## src/rtl/core/bicycle_pose_predict_core_assert.svh

```systemverilog
// ---------------------------------------------------------------------------
// bicycle_pose_predict_core_assert.svh
// Assertion macros for the pose predictor; empty bodies under synthesis.
// ---------------------------------------------------------------------------
`ifndef BICYCLE_POSE_PREDICT_CORE_ASSERT_SVH
`define BICYCLE_POSE_PREDICT_CORE_ASSERT_SVH

`ifndef SYNTHESIS
`define BPP_ASSERT(name, clk, rst, prop, msg) \
   name: assert property (@(posedge clk) disable iff (rst) prop) else $error(msg);
`define BPP_ASSERT_NORST(name, clk, prop, msg) \
   name: assert property (@(posedge clk) prop) else $error(msg);
`else
`define BPP_ASSERT(name, clk, rst, prop, msg)
`define BPP_ASSERT_NORST(name, clk, prop, msg)
`endif

`endif

```

## src/rtl/core/bpp_pkg.sv

```systemverilog
// ---------------------------------------------------------------------------
// bpp_pkg
// Shared types, constants and helpers of the bicycle pose predictor.
// ---------------------------------------------------------------------------
package bpp_pkg;

   localparam int CORDIC_STAGES = 28;
   localparam int Q_STEPS       = 87;
   localparam int R_STEPS       = 55;
   // registered stages ahead of the output register
   localparam int LAT           = 151;

   localparam logic signed [32:0] CORDIC_X0     = 33'sd652032874;
   localparam logic [29:0]        UNITS_PER_RAD = 30'd683565276;
   localparam logic [39:0]        RADIUS_MAX    = 40'hFF_FFFF_FFFF;

   localparam logic [1:0] CSR_WHEEL_BASE   = 2'd0;
   localparam logic [1:0] CSR_TIME_STEP    = 2'd1;
   localparam logic [1:0] CSR_STRAIGHT_THR = 2'd2;

   typedef struct packed {
      logic signed [32:0] x;
      logic signed [32:0] y;
      logic signed [33:0] z;
   } cordic_type;

   typedef struct packed {
      cordic_type v;
      logic       flip;
   } cordic_start_type;

   typedef struct packed {
      logic        neg;
      logic [30:0] mag;
   } sm_type;

   typedef struct packed {
      logic [54:0] rem;
      logic [54:0] dvd;
      logic [54:0] dsr;
      logic [63:0] quo;
   } div_type;

   typedef struct packed {
      logic signed [31:0] px;
      logic signed [31:0] py;
      logic [15:0]        head;
      logic [23:0]        dmag;
      logic               negd;
      logic               negs;
      logic               straight;
      logic               flip_a;
      logic               flip_b;
      logic               flip_c;
      logic [39:0]        r;
      logic [15:0]        head_out;
   } ctx_type;

   function automatic logic signed [33:0] atan_of(input logic [4:0] idx);
      logic signed [33:0] res;
      case (idx)
         5'd0:  res = 34'sd536870912;
         5'd1:  res = 34'sd316933406;
         5'd2:  res = 34'sd167458907;
         5'd3:  res = 34'sd85004756;
         5'd4:  res = 34'sd42667331;
         5'd5:  res = 34'sd21354465;
         5'd6:  res = 34'sd10679838;
         5'd7:  res = 34'sd5340245;
         5'd8:  res = 34'sd2670163;
         5'd9:  res = 34'sd1335087;
         5'd10: res = 34'sd667544;
         5'd11: res = 34'sd333772;
         5'd12: res = 34'sd166886;
         5'd13: res = 34'sd83443;
         5'd14: res = 34'sd41722;
         5'd15: res = 34'sd20861;
         5'd16: res = 34'sd10430;
         5'd17: res = 34'sd5215;
         5'd18: res = 34'sd2608;
         5'd19: res = 34'sd1304;
         5'd20: res = 34'sd652;
         5'd21: res = 34'sd326;
         5'd22: res = 34'sd163;
         5'd23: res = 34'sd81;
         5'd24: res = 34'sd41;
         5'd25: res = 34'sd20;
         5'd26: res = 34'sd10;
         5'd27: res = 34'sd5;
         default: res = '0;
      endcase
      return res;
   endfunction

   // fold quadrants 1 and 2 by half a turn; result negated at the end
   function automatic cordic_start_type cordic_start(input logic [31:0] ang);
      cordic_start_type res;
      logic [31:0]      a;
      res.flip = (ang[31:30] == 2'b01) || (ang[31:30] == 2'b10);
      a = res.flip ? ang + 32'h8000_0000 : ang;
      res.v.x = CORDIC_X0;
      res.v.y = '0;
      res.v.z = {{2{a[31]}}, a};
      return res;
   endfunction

   function automatic sm_type to_sm(input logic signed [32:0] v, input logic flip);
      sm_type             res;
      logic signed [32:0] w;
      logic [32:0]        m;
      w = flip ? -v : v;
      m = w[32] ? 33'(-w) : w;
      res.neg = w[32];
      res.mag = m[30:0];
      return res;
   endfunction

endpackage

```

## src/rtl/core/bpp_cordic_cell.sv

```systemverilog
// ---------------------------------------------------------------------------
// bpp_cordic_cell
// One registered CORDIC rotation step; floor shifts on x and y.
// ---------------------------------------------------------------------------
module bpp_cordic_cell
   import bpp_pkg::*;
(
   input  logic       clock,
   input  logic       en,
   input  logic [4:0] stage_idx,
   input  cordic_type prev,
   output cordic_type cur
);

   cordic_type         vec_ff;
   cordic_type         vec_in;
   logic signed [32:0] sx;
   logic signed [32:0] sy;
   logic signed [33:0] ang;

   always_comb begin
      sx  = $signed(prev.y) >>> stage_idx;
      sy  = $signed(prev.x) >>> stage_idx;
      ang = atan_of(stage_idx);
      if (!prev.z[33]) begin
         vec_in.x = prev.x - sx;
         vec_in.y = prev.y + sy;
         vec_in.z = prev.z - ang;
      end else begin
         vec_in.x = prev.x + sx;
         vec_in.y = prev.y - sy;
         vec_in.z = prev.z + ang;
      end
   end

   always_ff @(posedge clock) begin
      if (en) begin
         vec_ff <= vec_in;
      end
   end

   assign cur = vec_ff;

endmodule

```

## config.mk

```make
export PLATFORM = sky130hd
export DESIGN_NAME = bpp_cordic_cell
export DESIGN_NICKNAME = d
export VERILOG_FILES = /design/src/rtl/core/bicycle_pose_predict_core_assert.svh /design/src/rtl/core/bpp_pkg.sv /design/src/rtl/core/bpp_cordic_cell.sv
export SDC_FILE = /design/constraint.sdc
export NUM_CORES = 1
export LEC_CHECK = 0
export ABC_CLOCK_PERIOD_IN_PS = 12100
export BUFFER_PORTS_ARGS = -buffer_cell sky130_fd_sc_hd__buf_2
export CORE_MARGIN = 2
export CORE_UTILIZATION = 54
export CTS_CLUSTER_DIAMETER = 40
export DETAILED_ROUTE_END_ITERATION = 8
export PLACE_DENSITY = 0.75
export SYNTH_ARGS = -nofsm -noshare
export SYNTH_HDL_FRONTEND = slang
export SYNTH_SLANG_ARGS = --single-unit
```

## constraint.sdc

```tcl
create_clock -name clock -period 12.1 [get_ports clock]
set_input_delay 1.21 -clock clock [delete_from_list [all_inputs] [get_ports clock]]
set_output_delay 1.21 -clock clock [all_outputs]
set_load 0.01 [all_outputs]
```

==> results.toml <==
[timing]
maxSlewHeadroom = 0.243
setup_viol = 0
rsz0062_at_grt = "false"
finalHoldViolations = 0
period_needed_ns = 8.04
slew_violations = 0
fin_setup_tns_ns = 0
max_freq_mhz = 124
final.period_utilization = 0.665
tightest_slew_ns = 1.13

[synth]
synth_cell_types = 106
synthAdderAreaFrac = 0.0911
yosysWarnings = 0
ys.flop_type = "edfxtp_1"
yosysTopAreaCell = "edfxtp_1"
synth_top_family_by_area = "compound AO/OA/AOI/OAI gates"
seq_area_frac_synth = 0.194
synth-simple-area-share = 0.164
synthCells = 1707
synth.most_common_cell = "a21oi_1"
syn_area_per_cell_um2 = 9.07
synth.top_cell.area_share = 0.194
synth-compound-area-share = 0.234
async_flop_share = 0
syn_area_um2 = 15500
synthTopCellsByCount = "a21oi_1 (148), nor2_1 (137), xnor2_1 (115)"
ys_ff_latch = 100
muxShareOfSynthArea = 0.177
syn_nets = 1925
netlist_top_cells_area = "edfxtp_1 (19%), mux4_2 (10%), ha_1 (8.7%)"
synth_xor_area_frac = 0.0960
synth_edf_count = 100

[cells_and_area]
largest_register_ffs = 100
insertedDiodeCount = 0
drive_gt1_frac = 0.210
areaGrowthSynthToFinish_pct = 9.18
nets = 2062
fin_cells = 2233

[clocking]
ctsResizeCount = 0
clock_path_buffers = 2
clkTransAtPathRegs_ns = 0.07
cts_tree = "yes"
numCtsBuffers = 9
htreeDepth = 3
ctsHoldBuffers = 0
post_cts_buffers = 0
cts_root_buffer = "clkbuf_16"
clock_sinks = 100

[global_route]
grt_usage = 0.346
antenna_found_initial = 0
grt_max_degree = 77
grt_pass1_wl_um = 81600
grt_overflow = 0
grt_pass1_vias = 14700

[route]
antenna_left = 0
avgRoutedWirePerCell_um = 23.8
vias = 15100
drt-initial-drc-count = 1668
dr.pass1.iters = 6
wl_um = 53200
drc = 0
vias_per_cell = 6.75

[worst_setup_path]
critPathArrivalTime_ns = 8.16
worstPathCellList = "buf_4 -> clkinv_1 -> ha_1 -> nor2_1 -> nor3_1 -> a2111oi_0 -> and4_1 -> nor3b_1 -> and2_1 -> nor2_2 -> xnor2_1 -> ha_1 -> a21o_1 -> a21o_1 -> a21oi_1 -> o211ai_1 -> o21ai_0 -> o21ai_0 -> o21ai_0 -> a31oi_1 -> o311a_1"
crit_top_cell = "o21ai_0"
startpoint = "stage_idx[1]"
crit_end = "cur[33]"
cp.required_ns = 12.22
worstSetupEndpointType = "flop"
cp_top_family = "compound AO/OA/AOI/OAI gates"
path_depth = 21
critPathLaunchType = "input port"
critPathSlowestCell = "a2111oi_0"
critPathKind = "input port to flop"
crit_buf_inv = 2
cp_max_fo = 55
max_stage_delay_ns = 0.84

[die]
die_area_um2 = 30100
coreArea_um2 = 28500
rows = 62
die_h_um = 173
dieWidth_um = 173
ios = 207
initial_core_util = 0.544

[placement]
numPortBuffers = 206
placedCellCount = 2217
hpwlAfterDp_um = 40800
routabilityCongestion = 1.05

[worst_hold_path]
hold_path_class = "input port to flop"

[pwr]
ir_drop_v = 0.0000936
p_per_area_nw_per_um2 = 119
total_leakage_power_nw = 6.87

[outcome]
status = "complete, no violations"

[flow_run]
maxCapViolCount = 0
-- stage by stage --
step	hold slack, ns	setup WS [ns]	instance area (um2)	utilization	total power [mW]
after floorplan	1.32	5.40	15500	-	1.35
after global placement	1.51	3.95	16600	0.583	1.65
after detailed placement	1.52	3.75	16600	0.583	1.67
after CTS	1.14	4.13	16900	0.594	2.00
after global routing	1.15	3.69	16900	0.594	2.12
final	1.15	4.06	16900	0.594	2.01
-- worst min-delay path by stage --
| stage | start | end | slack (ns) | depth (start not counted) |
|---|---|---|---|---|
| after floorplan | en | cur[0] | 1.32 | 0 |
| after global placement | prev[0] | cur[0] | 1.51 | 2 |
| after detailed placement | prev[0] | cur[0] | 1.52 | 2 |
| after CTS | prev[0] | cur[0] | 1.14 | 2 |
| after global routing | prev[0] | cur[0] | 1.15 | 2 |
| final | prev[0] | cur[0] | 1.15 | 2 |
-- power by group --
part	total, mW	switching (mW)	internal [mW]
Sequential	0.541	0.0223	0.519
Combinational	1.14	0.667	0.476
Clock	0.323	0.142	0.181
Total	2.01	0.832	1.18
-- cell usage in the layout (no fill, tap or decap), types with 29 or more instances in the layout --
| master | count |
|---|---|
| nor2_1 | 137 |
| a21oi_1 | 148 |
| buf_2 | 202 |
| mux4_2 | 72 |
| nor2b_1 | 29 |
| nand3_1 | 30 |
| xnor2_1 | 115 |
| nand2_1 | 110 |
| edfxtp_1 | 100 |
| o21ai_0 | 85 |
| mux2i_1 | 70 |
| xor2_1 | 52 |
| ha_1 | 108 |
| inv_1 | 37 |
| a21o_1 | 42 |
| nand2b_1 | 34 |
-- cell families after synthesis --
| family | Yosys count |
|---|---|
| AO/OA/AOI/OAI | 528 |
| AND/OR/NAND/NOR | 487 |
| multiplexers | 177 |
| XOR/XNOR | 168 |
| buffers and inverters | 136 |
| adder cells (fa/ha/maj) | 111 |
| flip-flops | 100 |
-- layout make-up --
type	count	area, um2
clock buffers	9	225
clock inverters	7	90.1
fillers	2620	11600
inverters	41	154
multi-input cells	1471	11800
flip-flops and latches	100	3000
well taps	384	480
repair buffers	221	1160
-- per-layer routing --
| layer | up-vias | global-route usage | wire length, um |
|---|---|---|---|
| met5 | - | 0 | 0 |
| met4 | 0 | 0.204 | 3250 |
| met3 | 175 | 0.0526 | 4410 |
| met2 | 861 | 0.576 | 24900 |
| met1 | 7206 | 0.425 | 20600 |
| li1 | 6825 | - | - |
(Power assumes the default switching activity.)
