<file path="src/rtl/core/bicycle_pose_predict_core_assert.svh">
// ---------------------------------------------------------------------------
// bicycle_pose_predict_core_assert.svh
// Assertion macros for the pose predictor; empty bodies under synthesis.
// ---------------------------------------------------------------------------
`ifndef BICYCLE_POSE_PREDICT_CORE_ASSERT_SVH
`define BICYCLE_POSE_PREDICT_CORE_ASSERT_SVH

`ifndef SYNTHESIS
`define BPP_ASSERT(name, clk, rst, prop, msg) \
   name: assert property (@(posedge clk) disable iff (rst) prop) else $error(msg);
`define BPP_ASSERT_NORST(name, clk, prop, msg) \
   name: assert property (@(posedge clk) prop) else $error(msg);
`else
`define BPP_ASSERT(name, clk, rst, prop, msg)
`define BPP_ASSERT_NORST(name, clk, prop, msg)
`endif

`endif

</file>
<file path="src/rtl/core/bpp_pkg.sv">
// ---------------------------------------------------------------------------
// bpp_pkg
// Shared types, constants and helpers of the bicycle pose predictor.
// ---------------------------------------------------------------------------
package bpp_pkg;

   localparam int CORDIC_STAGES = 28;
   localparam int Q_STEPS       = 87;
   localparam int R_STEPS       = 55;
   // registered stages ahead of the output register
   localparam int LAT           = 151;

   localparam logic signed [32:0] CORDIC_X0     = 33'sd652032874;
   localparam logic [29:0]        UNITS_PER_RAD = 30'd683565276;
   localparam logic [39:0]        RADIUS_MAX    = 40'hFF_FFFF_FFFF;

   localparam logic [1:0] CSR_WHEEL_BASE   = 2'd0;
   localparam logic [1:0] CSR_TIME_STEP    = 2'd1;
   localparam logic [1:0] CSR_STRAIGHT_THR = 2'd2;

   typedef struct packed {
      logic signed [32:0] x;
      logic signed [32:0] y;
      logic signed [33:0] z;
   } cordic_type;

   typedef struct packed {
      cordic_type v;
      logic       flip;
   } cordic_start_type;

   typedef struct packed {
      logic        neg;
      logic [30:0] mag;
   } sm_type;

   typedef struct packed {
      logic [54:0] rem;
      logic [54:0] dvd;
      logic [54:0] dsr;
      logic [63:0] quo;
   } div_type;

   typedef struct packed {
      logic signed [31:0] px;
      logic signed [31:0] py;
      logic [15:0]        head;
      logic [23:0]        dmag;
      logic               negd;
      logic               negs;
      logic               straight;
      logic               flip_a;
      logic               flip_b;
      logic               flip_c;
      logic [39:0]        r;
      logic [15:0]        head_out;
   } ctx_type;

   function automatic logic signed [33:0] atan_of(input logic [4:0] idx);
      logic signed [33:0] res;
      case (idx)
         5'd0:  res = 34'sd536870912;
         5'd1:  res = 34'sd316933406;
         5'd2:  res = 34'sd167458907;
         5'd3:  res = 34'sd85004756;
         5'd4:  res = 34'sd42667331;
         5'd5:  res = 34'sd21354465;
         5'd6:  res = 34'sd10679838;
         5'd7:  res = 34'sd5340245;
         5'd8:  res = 34'sd2670163;
         5'd9:  res = 34'sd1335087;
         5'd10: res = 34'sd667544;
         5'd11: res = 34'sd333772;
         5'd12: res = 34'sd166886;
         5'd13: res = 34'sd83443;
         5'd14: res = 34'sd41722;
         5'd15: res = 34'sd20861;
         5'd16: res = 34'sd10430;
         5'd17: res = 34'sd5215;
         5'd18: res = 34'sd2608;
         5'd19: res = 34'sd1304;
         5'd20: res = 34'sd652;
         5'd21: res = 34'sd326;
         5'd22: res = 34'sd163;
         5'd23: res = 34'sd81;
         5'd24: res = 34'sd41;
         5'd25: res = 34'sd20;
         5'd26: res = 34'sd10;
         5'd27: res = 34'sd5;
         default: res = '0;
      endcase
      return res;
   endfunction

   // fold quadrants 1 and 2 by half a turn; result negated at the end
   function automatic cordic_start_type cordic_start(input logic [31:0] ang);
      cordic_start_type res;
      logic [31:0]      a;
      res.flip = (ang[31:30] == 2'b01) || (ang[31:30] == 2'b10);
      a = res.flip ? ang + 32'h8000_0000 : ang;
      res.v.x = CORDIC_X0;
      res.v.y = '0;
      res.v.z = {{2{a[31]}}, a};
      return res;
   endfunction

   function automatic sm_type to_sm(input logic signed [32:0] v, input logic flip);
      sm_type             res;
      logic signed [32:0] w;
      logic [32:0]        m;
      w = flip ? -v : v;
      m = w[32] ? 33'(-w) : w;
      res.neg = w[32];
      res.mag = m[30:0];
      return res;
   endfunction

endpackage

</file>
<file path="src/rtl/core/bpp_div_cell.sv">
// ---------------------------------------------------------------------------
// bpp_div_cell
// One registered restoring-division step: one quotient bit per cell.
// ---------------------------------------------------------------------------
module bpp_div_cell
   import bpp_pkg::*;
(
   input  logic    clock,
   input  logic    en,
   input  div_type prev,
   output div_type cur
);

   div_type     node_ff;
   div_type     node_in;
   logic [55:0] trial;

   always_comb begin
      trial       = {prev.rem, prev.dvd[54]};
      node_in.dvd = {prev.dvd[53:0], 1'b0};
      node_in.dsr = prev.dsr;
      if (trial >= {1'b0, prev.dsr}) begin
         node_in.rem = 55'(trial - {1'b0, prev.dsr});
         node_in.quo = {prev.quo[62:0], 1'b1};
      end else begin
         node_in.rem = trial[54:0];
         node_in.quo = {prev.quo[62:0], 1'b0};
      end
   end

   always_ff @(posedge clock) begin
      if (en) begin
         node_ff <= node_in;
      end
   end

   assign cur = node_ff;

endmodule

</file>
<file path="config.mk">
export PLATFORM = sky130hd
export DESIGN_NAME = bpp_div_cell
export DESIGN_NICKNAME = d
export VERILOG_FILES = /design/src/rtl/core/bicycle_pose_predict_core_assert.svh /design/src/rtl/core/bpp_pkg.sv /design/src/rtl/core/bpp_div_cell.sv
export SDC_FILE = /design/constraint.sdc
export NUM_CORES = 1
export LEC_CHECK = 0
export BUFFER_PORTS_ARGS = -buffer_cell sky130_fd_sc_hd__buf_2
export CORE_AREA = 3 3 178 180
export DETAILED_ROUTE_END_ITERATION = 10
export DIE_AREA = 0 0 181 183
export HOLD_SLACK_MARGIN = 0.06
export PLACE_DENSITY = 0.66
export REMOVE_ABC_BUFFERS = 1
export SLEW_MARGIN = 0
export SYNTH_ARGS = -nofsm -noshare
export SYNTH_HDL_FRONTEND = slang
export SYNTH_SLANG_ARGS = --single-unit
export TNS_END_PERCENT = 5
</file>
<file path="constraint.sdc">
create_clock -name clock -period 3.9 [get_ports clock]
set_input_delay 1.17 -clock clock [delete_from_list [all_inputs] [get_ports clock]]
set_output_delay 1.17 -clock clock [all_outputs]
set_load 0.02 [all_outputs]
</file>
==> flow_summary.json, run 1 <==
{
  "wl_per_cell_um": 18.3,
  "coreArea_um2": 30300,
  "fin_setup_tns_ns": 0,
  "initial_core_util": 0.367,
  "place.gp.congestion": 0.893,
  "largest_register_ffs": 228,
  "ctsHoldBuffers": 0,
  "finalWorstSetupSlack_ns": 0.134,
  "cts.sinks": 228,
  "vias_per_cell": 4.87,
  "ir_drop_uv": 379,
  "p_int_w": 0.00500,
  "grt_first_pass_wirelength_um": 52300,
  "layout-drive-gt1-share": 0.453,
  "fin_cells": 1929,
  "drt_iter0_markers": 514,
  "ios": 460,
  "dp_hpwl_um": 28700,
  "hold_viol_final": 0,
  "finish.utilization": 0.522,
  "rows": 64,
  "tightest_slew_ns": 0.648,
  "gr-total-overflow": 0,
  "fin_hold_ws_ns": 0.825,
  "yosys.area.top_type": "edfxtp_1",
  "netlist_instances": 897,
  "rsz0062_at_grt": "yes",
  "worst_setup_path_start_kind": "input port",
  "p_clk_frac": 0.318,
  "die_x_um": 181,
  "yosysTopAreaCellShare": 0.615,
  "critPathSlowestCell": "or3_4",
  "synth_edf_count": 228,
  "drv_slew": 0,
  "die_h_um": 183,
  "crit_path_max_incr_delay_ns": 0.41,
  "ctsResizeCount": 0,
  "cts_buffers": 25,
  "nNetsFinal": 1795,
  "relSlewSlack": 0.564,
  "crit_chain": "buf_2 -> inv_1 -> ha_1 -> a21oi_1 -> a21oi_1 -> or3_4 -> o211ai_4 -> a31oi_4 -> a311oi_2 -> buf_4 -> o41ai_2 -> buf_4 -> o2111ai_1 -> and4b_1 -> nor3_2",
  "synth_ff_type": "edfxtp_1",
  "async_reset_ff_frac": 0,
  "grt_max_degree": 76,
  "pwr-share-seq": 0.434,
  "yosysMostFrequentCell": "edfxtp_1",
  "placed_cells": 1877,
  "route.detailed.drc": 0,
  "swShare": 0.288,
  "ys_seq_area_frac": 0.615,
  "outcome": "finished, final reports clean",
  "ys_ff_latch": 228,
  "area_growth_syn_to_layout_pct": 42.2,
  "synthTopCellsByArea": "edfxtp_1, ha_1, a21oi_1",
  "worstSetupPathType": "input port to flip-flop",
  "cts_setup_buffers": 0,
  "cap_viol_max_count": 0,
  "combPwrFrac": 0.248,
  "ant_nets": 0,
  "cts_max_level": 1,
  "period_minus_slack_ns": 3.77,
  "path_delay_family": "compound AO/OA/AOI/OAI gates",
  "worst-path-buf-inv": 4,
  "leakage_nw": 7.16,
  "root_buffer": "clkbuf_16",
  "route.vias.total": 9386,
  "synth_common_cells": "edfxtp_1, a21oi_1, nor2_1",
  "finalCritPeriodShare": 0.966,
  "synth.avg_cell_area_um2": 12.4,
  "arrival_ns": 4.03,
  "syn_area_um2": 11100,
  "setup_viol": 0,
  "max_freq_mhz": 266,
  "wirelength_um": 35300,
  "p_per_area_nw_per_um2": 444,
  "track_usage": 0.199,
  "worstPathRequired_ns": 4.16,
  "drtPass1Iterations": 5,
  "die_area_um2": 33100,
  "path_clk_slew_ns": 0.06,
  "antenna_found_initial": 12,
  "cts_tree": "yes",
  "max-clock-path-buffers": 3,
  "p_sw_w": 0.00203,
  "io_buffer_count": 457,
  "ys_types": 69,
  "cp-end-kind": "flip-flop",
  "synth_warnings": 0,
  "pre_cts_ws_ns": -0.479,
  "crit_fanout": 5,
  "hp-class": "input port to flip-flop",
  "grt_pass1_vias": 9480
}
area by class of cell:
cell class                 count  area [µm²]
sequential                   228        6850
fill                        2721       14500
antenna                        9        22.5
timing repair buffer         619        3550
tap                          396         495
multi-input combinational    557        3860
clock inverter                12         114
clock buffer                  31         648
inverter                      77         289
worst paths after layout:
| check | endpoint | cells after the start | slack (ns) | startpoint |
|---|---|---|---|---|
| worst min-delay path | cur[161]$_DFFE_PP_ | 1 | 0.83 | prev[160] |
| worst max-delay path | cur[227]$_DFFE_PP_ | 15 | 0.13 | prev[73] |
metal layers:
layer,GRT usage,part of all wire,vias up
met5,0,0.00037,-
met3,0.0357,0.067,70
met4,0.0716,0.031,2
met2,0.349,0.50,379
li1,-,-,4549
met1,0.250,0.40,4386
placed cells by master, fill, tap and decap left out, types with 24 or more instances in the layout:
master,count
buf_2,456
edfxtp_1,228
buf_4,159
a21oi_1,108
nor2_1,83
inv_1,77
ha_1,55
nand2_1,44
xnor2_1,30
o21ai_0,27
clkbuf_16,25
a21o_1,24
kinds of logic (layout without fill, tap and decap cells):
group	after synthesis	in the layout	share of synthesized area
other cells	1	10	0.000337
simple gates	202	202	0.0861
buf+inv	112	739	0.0406
mux	11	11	0.0111
flops	228	228	0.615
xor+xnor	48	48	0.0378
compound gates	239	239	0.146
fa+ha+maj	56	56	0.0636
power groups by stage:
stage	combinational, W	sequential (W)	clock, W
final	0.00174	0.00305	0.00224
after global routing	0.00189	0.00307	0.00241
after floorplan	0.000612	0.00342	0
after global placement	0.00171	0.00310	0
after detailed placement	0.00174	0.00310	0
after CTS	0.00174	0.00305	0.00231
per-stage QoR:
step	power [W]	cell area [µm²]
detailed placement	0.00484	15000
finish	0.00703	15800
global placement	0.00481	15000
floorplan	0.00403	11000
global route	0.00737	15800
CTS	0.00711	15800
Note: power is estimated with default switching activity, not from simulation.
==> inputs of run 2 (changes only) <==
- GPL_TIMING_DRIVEN: not set -> 0
==> flow_summary.json, run 2 (synthesis gave the netlist of run 1 again) <==
{
  "max_freq_mhz": 264,
  "vias_per_cell": 4.95,
  "drt_iter0_markers": 576,
  "finalCritPeriodShare": 0.972,
  "period_minus_slack_ns": 3.79,
  "grt_pass1_vias": 8685,
  "root_buffer": "clkbuf_16",
  "crit_chain": "buf_2 -> inv_1 -> ha_1 -> fa_2 -> and2b_1 -> o2111ai_2 -> a21oi_4 -> o211ai_4 -> a31oi_4 -> a2111oi_4 -> o211ai_4 -> buf_12 -> buf_12 -> mux2_1",
  "pre_cts_ws_ns": -1.10,
  "arrival_ns": 4.05,
  "grt_first_pass_wirelength_um": 50100,
  "rows": 64,
  "coreArea_um2": 30300,
  "final_common_cell": "buf_2",
  "route.detailed.drc": 0,
  "pwr-share-seq": 0.430,
  "wirelength_um": 34100,
  "outcome": "finished, final reports clean",
  "drv_slew": 0,
  "ios": 460,
  "ir_drop_uv": 290,
  "tightest_slew_ns": 0.765,
  "hold_viol_final": 0,
  "worstSetupPathType": "input port to flip-flop",
  "p_clk_frac": 0.350,
  "worst_setup_path_start_kind": "input port",
  "nNetsFinal": 1642,
  "io_buffer_count": 457,
  "ant_nets": 0,
  "combPwrFrac": 0.220,
  "route.vias.total": 8810,
  "p_sw_w": 0.00207,
  "die_h_um": 183,
  "max-clock-path-buffers": 3,
  "finalWorstSetupSlack_ns": 0.108,
  "worstHoldStart": "prev[143]",
  "path_delay_family": "compound AO/OA/AOI/OAI gates",
  "finish.utilization": 0.490,
  "die_x_um": 181,
  "track_usage": 0.193,
  "crit_fanout": 34,
  "drtPass1Iterations": 6,
  "cp-end-kind": "flip-flop",
  "n_fill_cell": 2791,
  "antenna_found_initial": 11,
  "setup_viol": 0,
  "hold_path_end": "cur[144]$_DFFE_PP_",
  "cts_buffers": 27,
  "swShare": 0.292,
  "critPathSlowestCell": "a2111oi_4",
  "initial_core_util": 0.367,
  "crit_path_max_incr_delay_ns": 0.38,
  "worst-path-buf-inv": 4,
  "gr-total-overflow": 0,
  "relSlewSlack": 0.490,
  "cap_viol_max_count": 0,
  "whs_path_depth": 1,
  "largest_register_ffs": 228,
  "wl_per_cell_um": 19.2,
  "place.gp.congestion": 0.871,
  "dp_hpwl_um": 27300,
  "leakage_nw": 6.49,
  "p_per_area_nw_per_um2": 477,
  "grt_max_degree": 129,
  "rsz0062_at_grt": "yes",
  "path_clk_slew_ns": 0.06,
  "cts.sinks": 228,
  "cts_max_level": 1,
  "cts_tree": "yes",
  "worstPathRequired_ns": 4.16,
  "layout-drive-gt1-share": 0.399,
  "hp-class": "input port to flip-flop",
  "mostFrequentLayoutCells": "buf_2, edfxtp_1, a21oi_1",
  "p_int_w": 0.00503,
  "die_area_um2": 33100,
  "fin_setup_tns_ns": 0,
  "area_growth_syn_to_layout_pct": 33.6
}
-- run 2: final cells by class --
cell class                 count  area [µm²]  area share
timing repair buffer         464        2430       0.164
clock buffer                  28         679      0.0457
clock inverter                21         198      0.0133
inverter                      77         289      0.0194
sequential                   228        6850       0.460
tap                          396         495      0.0333
multi-input combinational    557        3910       0.263
antenna                        8        20.0     0.00135
-- run 2: worst max path at each step --
stage               from                  to  slack [ns]  depth (start not counted)
6_report       prev[173]  cur[178]$_DFFE_PP_        0.11                         14
5_1_grt         prev[83]  cur[178]$_DFFE_PP_       -0.02                         13
4_1_cts         prev[64]  cur[178]$_DFFE_PP_      -0.002                         13
3_5_place_dp    prev[64]  cur[178]$_DFFE_PP_       -1.10                         12
3_3_place_gp    prev[64]  cur[201]$_DFFE_PP_       -3.64                         11
2_1_floorplan  prev[173]  cur[224]$_DFFE_PP_       -1.82                         12
-- run 2: power by group through the flow --
stage / sequential, W / clock (W) / combinational, W
floorplan: 0.00342 / 0 / 0.000612
global placement: 0.00311 / 0 / 0.00152
detailed placement: 0.00310 / 0 / 0.00154
CTS: 0.00305 / 0.00255 / 0.00156
global route: 0.00307 / 0.00265 / 0.00170
finish: 0.00305 / 0.00248 / 0.00156
-- run 2: timing repair --
action | CTS | global route
gates resized for setup | 3 | 9
setup endpoints to repair | 55 | 17
buffers inserted | 2 | 1
hold buffers | 0 | 0
pin swaps | 2 | 2
endpoints found under the hold margin | 0 | 0
-- run 2: metal layers --
layer,GRT usage,up-vias,share of wire
li1,-,4249,-
met1,0.243,4163,0.40
met2,0.336,331,0.50
met3,0.0339,65,0.063
met4,0.0679,2,0.034
met5,0,-,0.00059
-- run 2: metrics by stage --
stage	hold slack [ns]	total power, W	instance area (µm²)	cells
6_report	0.810	0.00710	14900	1779
5_1_grt	0.780	0.00742	14900	1779
4_1_cts	0.785	0.00716	14800	1770
3_5_place_dp	1.35	0.00464	13900	1719
3_3_place_gp	1.35	0.00463	13800	1715
2_1_floorplan	1.27	0.00403	11000	862
==> inputs of run 3 (changes only) <==
- PLACE_DENSITY: 0.66 -> not set
- PLACE_DENSITY_LB_ADDON: not set -> 0.12
- clock period: 3.9 -> 3.3 ns (I/O delays scaled with it)
==> flow_summary.json, run 3 (synthesis gave the netlist of run 1 again) <==
{
  "rows": 64,
  "cts_buffers": 26,
  "initial_core_util": 0.367,
  "stdcell_area_um2": 15500,
  "cap_viol_max_count": 0,
  "pre_cts_ws_ns": -1.69,
  "arrival_ns": 3.68,
  "dr_wl_met2_um": 18600,
  "ios": 460,
  "dp_hpwl_um": 27100,
  "ir_drop_uv": 604,
  "area_growth_syn_to_layout_pct": 39.1,
  "tightest_slew_ns": 0.916,
  "p_int_w": 0.00609,
  "largest_register_ffs": 228,
  "root_buffer": "clkbuf_16",
  "route.vias.total": 8829,
  "grt_pass1_vias": 8588,
  "worstPathRequired_ns": 3.57,
  "cts.sinks": 228,
  "io_buffer_count": 457,
  "place.gp.congestion": 0.814,
  "worst_setup_path_start_kind": "input port",
  "worstSetupPathType": "input port to flip-flop",
  "layout-drive-gt1-share": 0.459,
  "drt-met1-wl_um": 13700,
  "wl_per_cell_um": 19.8,
  "cts_max_level": 1,
  "route.detailed.drc": 0,
  "p_clk_frac": 0.343,
  "ant_nets": 0,
  "crit_fanout": 5,
  "placed_area_um2": 13900,
  "die_x_um": 181,
  "p_sw_w": 0.00243,
  "grt_max_degree": 120,
  "max_freq_mhz": 293,
  "gr-total-overflow": 0,
  "power.total_w": 0.00852,
  "swShare": 0.285,
  "fin_hold_ws_ns": 0.636,
  "hold_viol_final": 0,
  "path_clk_slew_ns": 0.06,
  "combPwrFrac": 0.235,
  "setup_viol": 22,
  "maxUsedRoutingLayer": "met5",
  "pwr-share-seq": 0.422,
  "finalWorstSetupSlack_ns": -0.115,
  "track_usage": 0.200,
  "max-clock-path-buffers": 3,
  "ctsHoldBuffers": 0,
  "wl_met3_um": 2560,
  "finalCritPeriodShare": 1.03,
  "p_per_area_nw_per_um2": 550,
  "vias_per_cell": 4.92,
  "coreArea_um2": 30300,
  "die_h_um": 183,
  "die_area_um2": 33100,
  "relSlewSlack": 0.389,
  "grt_first_pass_wirelength_um": 51600,
  "mostFrequentLayoutCells": "buf_2, edfxtp_1, a21oi_1",
  "rsz0062_at_grt": "yes",
  "drtPass1Iterations": 4,
  "wirelength_um": 35400,
  "hp-class": "input port to flip-flop",
  "drv_slew": 0,
  "antenna_found_initial": 10,
  "outcome": "finished, violations left",
  "violations": "negative setup slack",
  "drt_iter0_markers": 422,
  "period_minus_slack_ns": 3.41,
  "cp-end-kind": "flip-flop",
  "nNetsFinal": 1660,
  "cts_tree": "yes",
  "leakage_nw": 6.65,
  "final_common_cell": "buf_2"
}
## run 3: cell count changes in the layout (fill, tap and decap cells not counted), moves of 6 or more
| cell | delta |
|---|---|
| nor2_1 | -27 |
| nor2_2 | +19 |
| ha_1 | -18 |
| ha_2 | +16 |
| a21oi_1 | -14 |
| a21oi_2 | +12 |
| buf_4 | +9 |
| mux2_4 | +9 |
| nor2_4 | +8 |
| mux2_1 | -6 |
| o21ai_0 | -6 |
## run 3: cell type report
| cell class | count | area (µm²) |
|---|---|---|
| antenna | 6 | 15.0 |
| clock buffer | 32 | 694 |
| clock inverter | 14 | 166 |
| fill | 2817 | 14900 |
| inverter | 77 | 292 |
| multi-input combinational | 558 | 4320 |
| sequential | 228 | 6850 |
| tap | 396 | 495 |
| timing repair buffer | 482 | 2670 |
## run 3: final timing paths
path / startpoint / endpoint / cells after the start
setup / recovery: prev[173] / cur[184]$_DFFE_PP_ / 14
hold / removal: prev[53] / cur[54]$_DFFE_PP_ / 1
## run 3: per-stage QoR
| step | utilization | cells | setup TNS [ns] |
|---|---|---|---|
| floorplan | - | 862 | -110.96 |
| global placement | 0.453 | 1715 | -672.85 |
| detailed placement | 0.457 | 1719 | -75.11 |
| CTS | 0.501 | 1784 | -3.86 |
| global route | 0.511 | 1793 | -5.72 |
| finish | 0.511 | 1793 | -1.62 |
## run 3: metal layers
layer / vias to the layer above / global-route usage
met5: - / 0
met4: 2 / 0.0491
met3: 46 / 0.0482
met2: 297 / 0.361
met1: 4202 / 0.241
li1: 4282 / -
## run 3: what timing repair did
| action | CTS | global route |
|---|---|---|
| endpoints found under the setup margin | 56 | 55 |
| pin swaps | 13 | 16 |
| setup buffers | 16 | 3 |
| endpoints found under the hold margin | 0 | 0 |
| gates cloned | 3 | 0 |
| resized for setup | 60 | 71 |
## run 3: worst max-delay path, cell delays in order
cell and delay, ns:
buf_8 0.10, inv_4 0.04, ha_4 0.13, fa_2 0.20, and2b_1 0.20, o2111ai_2 0.24, a21oi_4 0.11, o211ai_4 0.28
a31oi_4 0.15, a2111oi_4 0.45, o211ai_4 0.14, clkbuf_16 0.20, buf_12 0.13, mux2_4 0.30
## run 3: power groups by stage
stage          clock (W)  sequential, W  combinational (W)
4_1_cts          0.00303        0.00360            0.00195
5_1_grt          0.00314        0.00362            0.00217
2_1_floorplan          0        0.00404           0.000723
3_3_place_gp           0        0.00367            0.00180
6_report         0.00293        0.00360            0.00200
3_5_place_dp           0        0.00366            0.00182
